**src/design/rca_pkg.sv**
```systemverilog
// Shared types and constants for the redundant command arbiter.
package rca_pkg;

    localparam int TIME_BITS      = 32;
    localparam int STEP_BITS      = 10;
    localparam int CFG_BITS       = 16;
    localparam int CMD_BITS       = 16;
    localparam int FLAG_BITS      = 3;
    localparam int CFG_INDEX_BITS = 3;
    localparam int RATE_SHIFT     = 10;

    localparam int FLAG_RX   = 0;
    localparam int FLAG_NOM  = 1;
    localparam int FLAG_AEB  = 2;

    localparam logic [CFG_BITS-1:0] RST_FRESH_TIMEOUT = CFG_BITS'(205);
    localparam logic [CFG_BITS-1:0] RST_RECOVER_HOLD  = CFG_BITS'(1024);
    localparam logic [CFG_BITS-1:0] RST_GUARD_LENGTH  = CFG_BITS'(512);
    localparam logic [CFG_BITS-1:0] RST_STEER_NORMAL  = CFG_BITS'(2048);
    localparam logic [CFG_BITS-1:0] RST_STEER_GUARD   = CFG_BITS'(1024);
    localparam logic [CFG_BITS-1:0] RST_ACCEL_NORMAL  = CFG_BITS'(1536);
    localparam logic [CFG_BITS-1:0] RST_ACCEL_GUARD   = CFG_BITS'(768);
    localparam logic [CFG_BITS-1:0] RST_BRAKE_EMERG   = CFG_BITS'(10240);

    typedef enum logic [1:0] {
        ROLE_NONE = 2'd0,
        ROLE_PRI  = 2'd1,
        ROLE_BAK  = 2'd2
    } t_role;

    typedef enum logic [2:0] {
        RSN_NONE          = 3'd0,
        RSN_PRI_DEGRADED  = 3'd1,
        RSN_PRI_LOST      = 3'd2,
        RSN_BOTH_BAD      = 3'd3,
        RSN_RECOVERED     = 3'd4,
        RSN_BAK_LOST      = 3'd5,
        RSN_ALL_LOST      = 3'd6
    } t_reason;

    typedef enum logic [CFG_INDEX_BITS-1:0] {
        CFG_FRESH_TIMEOUT = 3'd0,
        CFG_RECOVER_HOLD  = 3'd1,
        CFG_GUARD_LENGTH  = 3'd2,
        CFG_STEER_NORMAL  = 3'd3,
        CFG_STEER_GUARD   = 3'd4,
        CFG_ACCEL_NORMAL  = 3'd5,
        CFG_ACCEL_GUARD   = 3'd6,
        CFG_BRAKE_EMERG   = 3'd7
    } t_cfg_index;

    typedef struct packed {
        logic                 bypass;
        logic                 brake;
        logic [STEP_BITS-1:0] step;
        logic [CFG_BITS-1:0]  rate_up;
        logic [CFG_BITS-1:0]  rate_dn;
        logic [CFG_BITS-1:0]  rate_brake;
    } t_slew_cfg;

endpackage

```
**src/design/rca_slew.sv**
```systemverilog
// Slew limiter for one command channel against the previous output.
module rca_slew import rca_pkg::*; (
    input  t_slew_cfg                   i_cfg,
    input  logic signed [CMD_BITS-1:0]  i_prev,
    input  logic signed [CMD_BITS-1:0]  i_target,
    output logic signed [CMD_BITS-1:0]  o_value
);

    localparam int PROD_BITS = CFG_BITS + STEP_BITS;

    logic signed [CMD_BITS+1:0] diff;
    logic signed [CMD_BITS+1:0] lim_up;
    logic signed [CMD_BITS+1:0] lim_dn;
    logic signed [CMD_BITS+1:0] delta;
    logic signed [CMD_BITS+1:0] sum;
    logic [CFG_BITS-1:0]        dn_rate;
    logic [PROD_BITS-1:0]       prod_up;
    logic [PROD_BITS-1:0]       prod_dn;

    always_comb begin
        diff    = (CMD_BITS+2)'(i_target) - (CMD_BITS+2)'(i_prev);
        dn_rate = (i_cfg.brake && diff[CMD_BITS+1]) ? i_cfg.rate_brake : i_cfg.rate_dn;
        prod_up = PROD_BITS'(i_cfg.rate_up) * PROD_BITS'(i_cfg.step);
        prod_dn = PROD_BITS'(dn_rate) * PROD_BITS'(i_cfg.step);
        lim_up  = signed'({2'b00, prod_up[PROD_BITS-1:RATE_SHIFT]});
        lim_dn  = signed'({2'b00, prod_dn[PROD_BITS-1:RATE_SHIFT]});
        if (diff > lim_up) begin
            delta = lim_up;
        end else if (diff < -lim_dn) begin
            delta = -lim_dn;
        end else begin
            delta = diff;
        end
        // result lies between previous and target, so it always fits
        sum     = (CMD_BITS+2)'(i_prev) + delta;
        o_value = i_cfg.bypass ? i_target : sum[CMD_BITS-1:0];
    end

endmodule

```
**src/design/redundant_command_arbiter.sv**
```systemverilog
// Redundant command arbiter: source selection, failover and slew-limited output.
// Pipeline: input register, then result register; role, timer and previous-output state
// update in one pass. Throughput: one request per cycle unless i_ready stalls the output.
// Reset: synchronous active-low i_rst_n clears the pipeline, role state and previous output,
// and loads every configuration register with its default.
module redundant_command_arbiter import rca_pkg::*; (
    input  logic                        i_clk,
    input  logic                        i_rst_n,
    input  logic                        i_cfg_we,
    input  logic [CFG_INDEX_BITS-1:0]   i_cfg_index,
    input  logic [CFG_BITS-1:0]         i_cfg_data,
    input  logic                        i_valid,
    output logic                        o_ready,
    input  logic [TIME_BITS-1:0]        i_now_time,
    input  logic [STEP_BITS-1:0]        i_step_time,
    input  logic [FLAG_BITS-1:0]        i_primary_flags,
    input  logic [TIME_BITS-1:0]        i_primary_stamp,
    input  logic signed [CMD_BITS-1:0]  i_primary_steer,
    input  logic signed [CMD_BITS-1:0]  i_primary_accel,
    input  logic [FLAG_BITS-1:0]        i_backup_flags,
    input  logic [TIME_BITS-1:0]        i_backup_stamp,
    input  logic signed [CMD_BITS-1:0]  i_backup_steer,
    input  logic signed [CMD_BITS-1:0]  i_backup_accel,
    output logic                        o_valid,
    input  logic                        i_ready,
    output logic                        o_cmd_valid,
    output logic [1:0]                  o_chosen_role,
    output logic signed [CMD_BITS-1:0]  o_out_steer,
    output logic signed [CMD_BITS-1:0]  o_out_accel,
    output logic                        o_in_guard,
    output logic [2:0]                  o_reason_code
);

    // configuration
    logic [CFG_BITS-1:0] r_fresh_timeout, r_recover_hold, r_guard_length;
    logic [CFG_BITS-1:0] r_steer_normal, r_steer_guard;
    logic [CFG_BITS-1:0] r_accel_normal, r_accel_guard, r_brake_emerg;

    // input register
    logic                        r_in_valid;
    logic [TIME_BITS-1:0]        r_now;
    logic [STEP_BITS-1:0]        r_step;
    logic [FLAG_BITS-1:0]        r_pflags, r_bflags;
    logic [TIME_BITS-1:0]        r_pstamp, r_bstamp;
    logic signed [CMD_BITS-1:0]  r_psteer, r_paccel, r_bsteer, r_baccel;

    // arbiter state
    t_role                       r_role;
    logic                        r_nrv;
    logic [TIME_BITS-1:0]        r_since;
    logic [TIME_BITS-1:0]        r_guard_end;
    logic signed [CMD_BITS-1:0]  r_prev_steer, r_prev_accel;
    logic                        r_have_prev;

    // result register
    logic                        r_out_valid;
    logic                        r_cmd_valid;
    t_role                       r_chosen;
    logic signed [CMD_BITS-1:0]  r_out_steer, r_out_accel;
    logic                        r_in_guard;
    t_reason                     r_reason;

    logic                        adv, step_en;
    logic [TIME_BITS-1:0]        p_age, b_age, since_eff, run, n_guard_end;
    logic                        p_fresh, b_fresh, p_nom, b_nom, pri_stable;
    t_role                       target;
    t_reason                     reason;
    logic                        guard, aeb;
    logic signed [CMD_BITS-1:0]  sel_steer, sel_accel, n_steer, n_accel;
    t_slew_cfg                   steer_cfg, accel_cfg;

    assign adv     = !r_out_valid || i_ready;
    assign o_ready = !r_in_valid || adv;
    assign step_en = r_in_valid && adv;

    always_comb begin
        p_age   = r_now - r_pstamp;
        b_age   = r_now - r_bstamp;
        p_fresh = r_pflags[FLAG_RX]
                  && (p_age[TIME_BITS-1] || p_age < TIME_BITS'(r_fresh_timeout));
        b_fresh = r_bflags[FLAG_RX]
                  && (b_age[TIME_BITS-1] || b_age < TIME_BITS'(r_fresh_timeout));
        p_nom   = p_fresh && r_pflags[FLAG_NOM];
        b_nom   = b_fresh && r_bflags[FLAG_NOM];

        since_eff  = r_nrv ? r_since : r_now;
        run        = r_now - since_eff;
        pri_stable = p_nom && !run[TIME_BITS-1] && run >= TIME_BITS'(r_recover_hold);

        target = ROLE_NONE;
        reason = RSN_NONE;
        if (r_role == ROLE_PRI || r_role == ROLE_NONE) begin
            priority if (p_nom) begin
                target = ROLE_PRI;
            end else if (b_nom) begin
                target = ROLE_BAK;
                reason = p_fresh ? RSN_PRI_DEGRADED : RSN_PRI_LOST;
            end else if (p_fresh) begin
                target = ROLE_PRI;
            end else if (b_fresh) begin
                target = ROLE_BAK;
                reason = RSN_BOTH_BAD;
            end
        end else begin
            priority if (pri_stable) begin
                target = ROLE_PRI;
                reason = RSN_RECOVERED;
            end else if (b_fresh) begin
                target = ROLE_BAK;
            end else if (p_fresh) begin
                target = ROLE_PRI;
                reason = RSN_BAK_LOST;
            end
        end

        // a source change reopens the takeover window
        n_guard_end = r_guard_end;
        if (target != ROLE_NONE && target != r_role && r_role != ROLE_NONE) begin
            n_guard_end = r_now + TIME_BITS'(r_guard_length);
        end
        guard = r_now < n_guard_end;

        if (target == ROLE_BAK) begin
            sel_steer = r_bsteer;
            sel_accel = r_baccel;
            aeb       = r_bflags[FLAG_AEB];
        end else begin
            sel_steer = r_psteer;
            sel_accel = r_paccel;
            aeb       = r_pflags[FLAG_AEB];
        end

        steer_cfg.bypass     = !r_have_prev;
        steer_cfg.brake      = 1'b0;
        steer_cfg.step       = r_step;
        steer_cfg.rate_up    = guard ? r_steer_guard : r_steer_normal;
        steer_cfg.rate_dn    = steer_cfg.rate_up;
        steer_cfg.rate_brake = steer_cfg.rate_up;

        accel_cfg.bypass     = !r_have_prev;
        accel_cfg.brake      = aeb;
        accel_cfg.step       = r_step;
        accel_cfg.rate_up    = guard ? r_accel_guard : r_accel_normal;
        accel_cfg.rate_dn    = accel_cfg.rate_up;
        accel_cfg.rate_brake = r_brake_emerg;
    end

    rca_slew u_steer (
        .i_cfg    (steer_cfg),
        .i_prev   (r_prev_steer),
        .i_target (sel_steer),
        .o_value  (n_steer)
    );

    rca_slew u_accel (
        .i_cfg    (accel_cfg),
        .i_prev   (r_prev_accel),
        .i_target (sel_accel),
        .o_value  (n_accel)
    );

    always_ff @(posedge i_clk) begin
        if (!i_rst_n) begin
            r_fresh_timeout <= RST_FRESH_TIMEOUT;
            r_recover_hold  <= RST_RECOVER_HOLD;
            r_guard_length  <= RST_GUARD_LENGTH;
            r_steer_normal  <= RST_STEER_NORMAL;
            r_steer_guard   <= RST_STEER_GUARD;
            r_accel_normal  <= RST_ACCEL_NORMAL;
            r_accel_guard   <= RST_ACCEL_GUARD;
            r_brake_emerg   <= RST_BRAKE_EMERG;
        end else if (i_cfg_we) begin
            unique case (t_cfg_index'(i_cfg_index))
                CFG_FRESH_TIMEOUT: r_fresh_timeout <= i_cfg_data;
                CFG_RECOVER_HOLD:  r_recover_hold  <= i_cfg_data;
                CFG_GUARD_LENGTH:  r_guard_length  <= i_cfg_data;
                CFG_STEER_NORMAL:  r_steer_normal  <= i_cfg_data;
                CFG_STEER_GUARD:   r_steer_guard   <= i_cfg_data;
                CFG_ACCEL_NORMAL:  r_accel_normal  <= i_cfg_data;
                CFG_ACCEL_GUARD:   r_accel_guard   <= i_cfg_data;
                CFG_BRAKE_EMERG:   r_brake_emerg   <= i_cfg_data;
                default:           r_fresh_timeout <= r_fresh_timeout;
            endcase
        end
    end

    always_ff @(posedge i_clk) begin
        if (!i_rst_n) begin
            r_in_valid <= 1'b0;
        end else if (o_ready) begin
            r_in_valid <= i_valid;
        end
        if (o_ready && i_valid) begin
            r_now    <= i_now_time;
            r_step   <= i_step_time;
            r_pflags <= i_primary_flags;
            r_pstamp <= i_primary_stamp;
            r_psteer <= i_primary_steer;
            r_paccel <= i_primary_accel;
            r_bflags <= i_backup_flags;
            r_bstamp <= i_backup_stamp;
            r_bsteer <= i_backup_steer;
            r_baccel <= i_backup_accel;
        end
    end

    always_ff @(posedge i_clk) begin
        if (!i_rst_n) begin
            r_role       <= ROLE_NONE;
            r_nrv        <= 1'b0;
            r_since      <= '0;
            r_guard_end  <= '0;
            r_prev_steer <= '0;
            r_prev_accel <= '0;
            r_have_prev  <= 1'b0;
        end else if (step_en) begin
            r_nrv   <= p_nom;
            r_since <= p_nom ? since_eff : r_since;
            r_role  <= target;
            if (target != ROLE_NONE) begin
                r_guard_end  <= n_guard_end;
                r_prev_steer <= n_steer;
                r_prev_accel <= n_accel;
                r_have_prev  <= 1'b1;
            end
        end
    end

    always_ff @(posedge i_clk) begin
        if (!i_rst_n) begin
            r_out_valid <= 1'b0;
        end else if (adv) begin
            r_out_valid <= r_in_valid;
        end
        if (step_en) begin
            if (target == ROLE_NONE) begin
                r_cmd_valid <= 1'b0;
                r_chosen    <= ROLE_NONE;
                r_out_steer <= '0;
                r_out_accel <= '0;
                r_in_guard  <= 1'b0;
                r_reason    <= RSN_ALL_LOST;
            end else begin
                r_cmd_valid <= 1'b1;
                r_chosen    <= target;
                r_out_steer <= n_steer;
                r_out_accel <= n_accel;
                r_in_guard  <= guard;
                r_reason    <= reason;
            end
        end
    end

    assign o_valid       = r_out_valid;
    assign o_cmd_valid   = r_cmd_valid;
    assign o_chosen_role = r_chosen;
    assign o_out_steer   = r_out_steer;
    assign o_out_accel   = r_out_accel;
    assign o_in_guard    = r_in_guard;
    assign o_reason_code = r_reason;

`ifndef SYNTHESIS
    a_lost_result: assert property (@(posedge i_clk) disable iff (!i_rst_n)
        (r_out_valid && !r_cmd_valid) |-> (r_chosen == ROLE_NONE && r_reason == RSN_ALL_LOST))
        else $error("lost result carries a role or wrong reason");

    a_cmd_has_role: assert property (@(posedge i_clk) disable iff (!i_rst_n)
        (r_out_valid && r_cmd_valid) |-> (r_chosen != ROLE_NONE))
        else $error("issued command without a role");

    a_role_follows: assert property (@(posedge i_clk) disable iff (!i_rst_n)
        step_en |=> (r_role == r_chosen))
        else $error("active role differs from reported role");

    a_prev_sticky: assert property (@(posedge i_clk) disable iff (!i_rst_n)
        r_have_prev |=> r_have_prev)
        else $error("previous output flag dropped without reset");

    a_since_held: assert property (@(posedge i_clk) disable iff (!i_rst_n)
        (r_nrv && $past(r_nrv) && $past(i_rst_n)) |-> $stable(r_since))
        else $error("nominal start time moved during a nominal run");
`endif

endmodule
```
**config.mk**
```make
export PLATFORM = sky130hd
export DESIGN_NAME = redundant_command_arbiter
export DESIGN_NICKNAME = d
export VERILOG_FILES = /design/src/design/rca_pkg.sv /design/src/design/rca_slew.sv /design/src/design/redundant_command_arbiter.sv
export SDC_FILE = /design/constraint.sdc
export NUM_CORES = 2
export LEC_CHECK = 0
export ABC_AREA = 1
export BUFFER_PORTS_ARGS = -buffer_cell sky130_fd_sc_hd__buf_2
export CAP_MARGIN = 25
export CORE_MARGIN = 2
export CORE_UTILIZATION = 35
export DETAILED_ROUTE_END_ITERATION = 8
export PLACE_DENSITY = 0.6
export SLEW_MARGIN = 25
export SYNTH_ARGS = -nofsm -noshare
export SYNTH_HDL_FRONTEND = slang
export SYNTH_SLANG_ARGS = --single-unit
export TNS_END_PERCENT = 5
```
**constraint.sdc**
```tcl
create_clock -name i_clk -period 24.4 [get_ports i_clk]
set_clock_uncertainty 0.05 [all_clocks]
set_input_delay 1.22 -clock i_clk [delete_from_list [all_inputs] [get_ports i_clk]]
set_output_delay 1.22 -clock i_clk [all_outputs]
set_load 0.005 [all_outputs]
```
==> impl_metrics.env <==
export IMPL_fill_cells=14030
export IMPL_postCtsHoldBufs=0
export IMPL_min_from="r_accel_guard[10]"
export IMPL_ys_ff_latch=445
export IMPL_synth_area_um2=46780
export IMPL_synthFlopType="dfxtp_1"
export IMPL_synth_compound_area_share=0.1072
export IMPL_nets=7570
export IMPL_dp_hpwl_um=119300
export IMPL_rsz0062_at_grt="no"
export IMPL_yosys_area_share_xor_xnor=0.03293
export IMPL_start_kind="flop"
export IMPL_slowest_stage="inv_1"
export IMPL_grt_max_degree=110
export IMPL_setup_viol=0
export IMPL_worstPathRequired_ps=24770
export IMPL_fin_crit_sh=0.8409
export IMPL_die_h_um=369.6
export IMPL_crit_fanout=49
export IMPL_grt_usage=0.2175
export IMPL_cts_buffer_depth=3
export IMPL_ys_warn_count=0
export IMPL_maxCapViolCount=0
export IMPL_ios=241
export IMPL_synth_nets=7396
export IMPL_clockRootBuffer="clkbuf_16"
export IMPL_outcome="finished clean"
export IMPL_grt_pass1_vias=41400
export IMPL_muxShareOfSynthArea=0.007917
export IMPL_syn_inst=6365
export IMPL_slowest_delay_ps=620
export IMPL_crit_top_cell="nand2_1"
export IMPL_grt_overflow_total=0
export IMPL_cp_end_kind="flop"
export IMPL_synth_edff_count=215
export IMPL_post_drt_wl_per_cell_um=17.80
export IMPL_drive_above_1_share=0.08019
export IMPL_fin_crit_ps=20520
export IMPL_grt_pass1_wl_um=233500
export IMPL_vias_per_cell=4.987
export IMPL_min_path_type="reg2reg"
export IMPL_start_util=0.3514
export IMPL_hold_viol=0
export IMPL_fp_row_count=134
export IMPL_cts_tree="done"
export IMPL_worstSetupPathType="reg2reg"
export IMPL_arrival_ps=20880
export IMPL_clock_latency_ps=660
export IMPL_cts_buffers=53
export IMPL_fmax_ghz=0.04874
export IMPL_syn_avg_cell_area_um2=7.349
export IMPL_gp_congestion=0.9446
export IMPL_layout_cells_most_common="nand2_1"
export IMPL_drt_first_pass_iters=6
export IMPL_r2r_start="r_now[0]"
export IMPL_async_reset_ff_frac=0
export IMPL_synth_top_family_by_area="adder cells"
export IMPL_drc_errors=0
export IMPL_path_buf_inv=15
export IMPL_synthSimpleGateAreaFrac=0.2341
export IMPL_cts_resized=0
export IMPL_slew_headroom=0.3300
export IMPL_tightest_slew_ps=1004
export IMPL_synthAdderAreaFrac=0.2760
export IMPL_detail_route_antenna_nets=0
export IMPL_die_area_um2=136600
export IMPL_yosysSeqAreaShare=0.2365
export IMPL_antenna_found_initial=4
export IMPL_portBuffers=240
export IMPL_cts_sinks=445
export IMPL_cts_max_level=2
export IMPL_r2r_slack_ps=3880
export IMPL_crit_path_start="r_now[0]"
export IMPL_post_cts_setup_buffers=0
export IMPL_cp_top_family="simple AND/OR/NAND/NOR gates"
export IMPL_coreArea_um2=133100
export IMPL_dr_total_vias=41660
export IMPL_drtIter0Drc=2686
export IMPL_syn_to_final_growth_pct=10.68
export IMPL_ys_types=73
export IMPL_timing_final_max_slew_violations=0
export IMPL_layout_common_cells="nand2_1, inv_1, nor2_1"
export IMPL_fin_setup_tns_ps=0
export IMPL_clkTransAtPathRegs_ps=60
export IMPL_wl_um=148700
export IMPL_die_w_um=369.6
[sequential cells by signal (all words and copies together) (netlist names), 32 cells and up]
| register | cells |
|---|---|
| r_bstamp | 32 |
| r_since | 32 |
| r_now | 32 |
| r_pstamp | 32 |
| r_guard_end | 32 |
[Yosys cell counts, types with 3 or more instances]
| master | instances | area, um^2 |
|---|---|---|
| nand3_1 | 189 | 945.9 |
| o22ai_1 | 8 | 50.05 |
| nor3_2 | 3 | 30.03 |
| o21ai_1 | 38 | 190.2 |
| o221ai_1 | 9 | 78.83 |
| or2_2 | 25 | 156.4 |
| o221a_2 | 3 | 33.78 |
| fa_1 | 335 | 6706 |
| nand3_2 | 8 | 80.08 |
| inv_2 | 41 | 153.9 |
| o211ai_1 | 53 | 397.9 |
| dfxtp_1 | 230 | 4604 |
| nor3_1 | 47 | 235.2 |
| a221oi_1 | 5 | 43.79 |
| buf_2 | 10 | 50.05 |
| nand2_2 | 28 | 175.2 |
| xor2_1 | 126 | 1104 |
| a21oi_1 | 400 | 2002 |
| buf_1 | 15 | 56.30 |
| o21bai_1 | 27 | 202.7 |
| nor4_1 | 8 | 50.05 |
| nor2_4 | 5 | 56.30 |
| o21a_1 | 18 | 135.1 |
| nand3b_1 | 19 | 142.6 |
| clkbuf_1 | 130 | 488.0 |
| nor2_1 | 715 | 2684 |
| o311ai_0 | 3 | 26.28 |
| and2_1 | 5 | 31.28 |
| nand2_1 | 1532 | 5751 |
| xnor2_1 | 43 | 376.6 |
| clkinv_1 | 9 | 33.78 |
| a21o_1 | 9 | 67.56 |
| ha_1 | 496 | 6206 |
| edfxtp_1 | 215 | 6456 |
| o21ai_0 | 284 | 1421 |
| mux2i_1 | 37 | 370.4 |
| nor2_2 | 24 | 150.1 |
| buf_4 | 5 | 37.54 |
| a31oi_1 | 10 | 62.56 |
| a21boi_0 | 4 | 30.03 |
| inv_1 | 1089 | 4088 |
| nand4_1 | 51 | 319.1 |
| a211oi_1 | 16 | 120.1 |
[worst reg2reg max path, delay by kind of cell (launching register included)]
kind | cells | cell delay, ps
compound gates | 24 | 4970
xor+xnor | 4 | 860
fa+ha+maj | 12 | 4940
buf+inv | 15 | 2960
flops | 1 | 390
simple gates | 43 | 6100
[routing by layer]
metal,GRT usage,part of all wire,up-vias
met3,0.02547,0.049,256
met1,0.2762,0.43,19770
met4,0.08028,0.040,2
met5,0,0.000087,-
li1,-,-,20520
met2,0.3775,0.48,1117
[worst paths after layout]
check	to	cells after the start
max reg2reg	o_out_accel[14]	98
max	o_out_accel[14]	98
min	r_accel_guard[10]	2
min reg2reg	r_accel_guard[10]	2
[area by class of cell]
cell class / count / area (um^2) / area share
Tap cell: 1768 / 2212 / 0.04273
Clock inverter: 35 / 447.9 / 0.008652
Timing Repair Buffer: 280 / 1511 / 0.02919
Antenna cell: 1 / 2.502 / 0.00004833
Inverter: 1141 / 4297 / 0.08299
Multi-Input combinational cell: 4618 / 30810 / 0.5951
Sequential cell: 445 / 11060 / 0.2137
Clock buffer: 65 / 1433 / 0.02767
[logic make-up (layout without fill, tap and decap cells)]
kind of cell	Yosys count	in the layout
and+or+nand+nor	2675	2675
buffers and inverters	1302	1521
AOI/OAI and AO/OA	903	903
adders and majority gates	831	831
DFF	445	445
xor gates and xnor gates	172	172
muxes	37	37
other	0	1
[stage by stage]
stage	utilization	hold WS (ps)	setup slack [ps]	cell area [um^2]	std cells
3_3_place_gp	0.3746	387.4	4454	49870	8251
3_5_place_dp	0.3747	395.1	4161	49880	8251
4_1_cts	0.3888	404.9	4043	51760	8351
2_1_floorplan	-	371.4	8245	46780	6365
6_report	0.3889	405.2	3883	51770	8353
5_1_grt	0.3889	424.2	1917	51770	8353
Power is not shown: default switching activity piles up to over one toggle a cycle in this logic, so the estimate is an artifact.
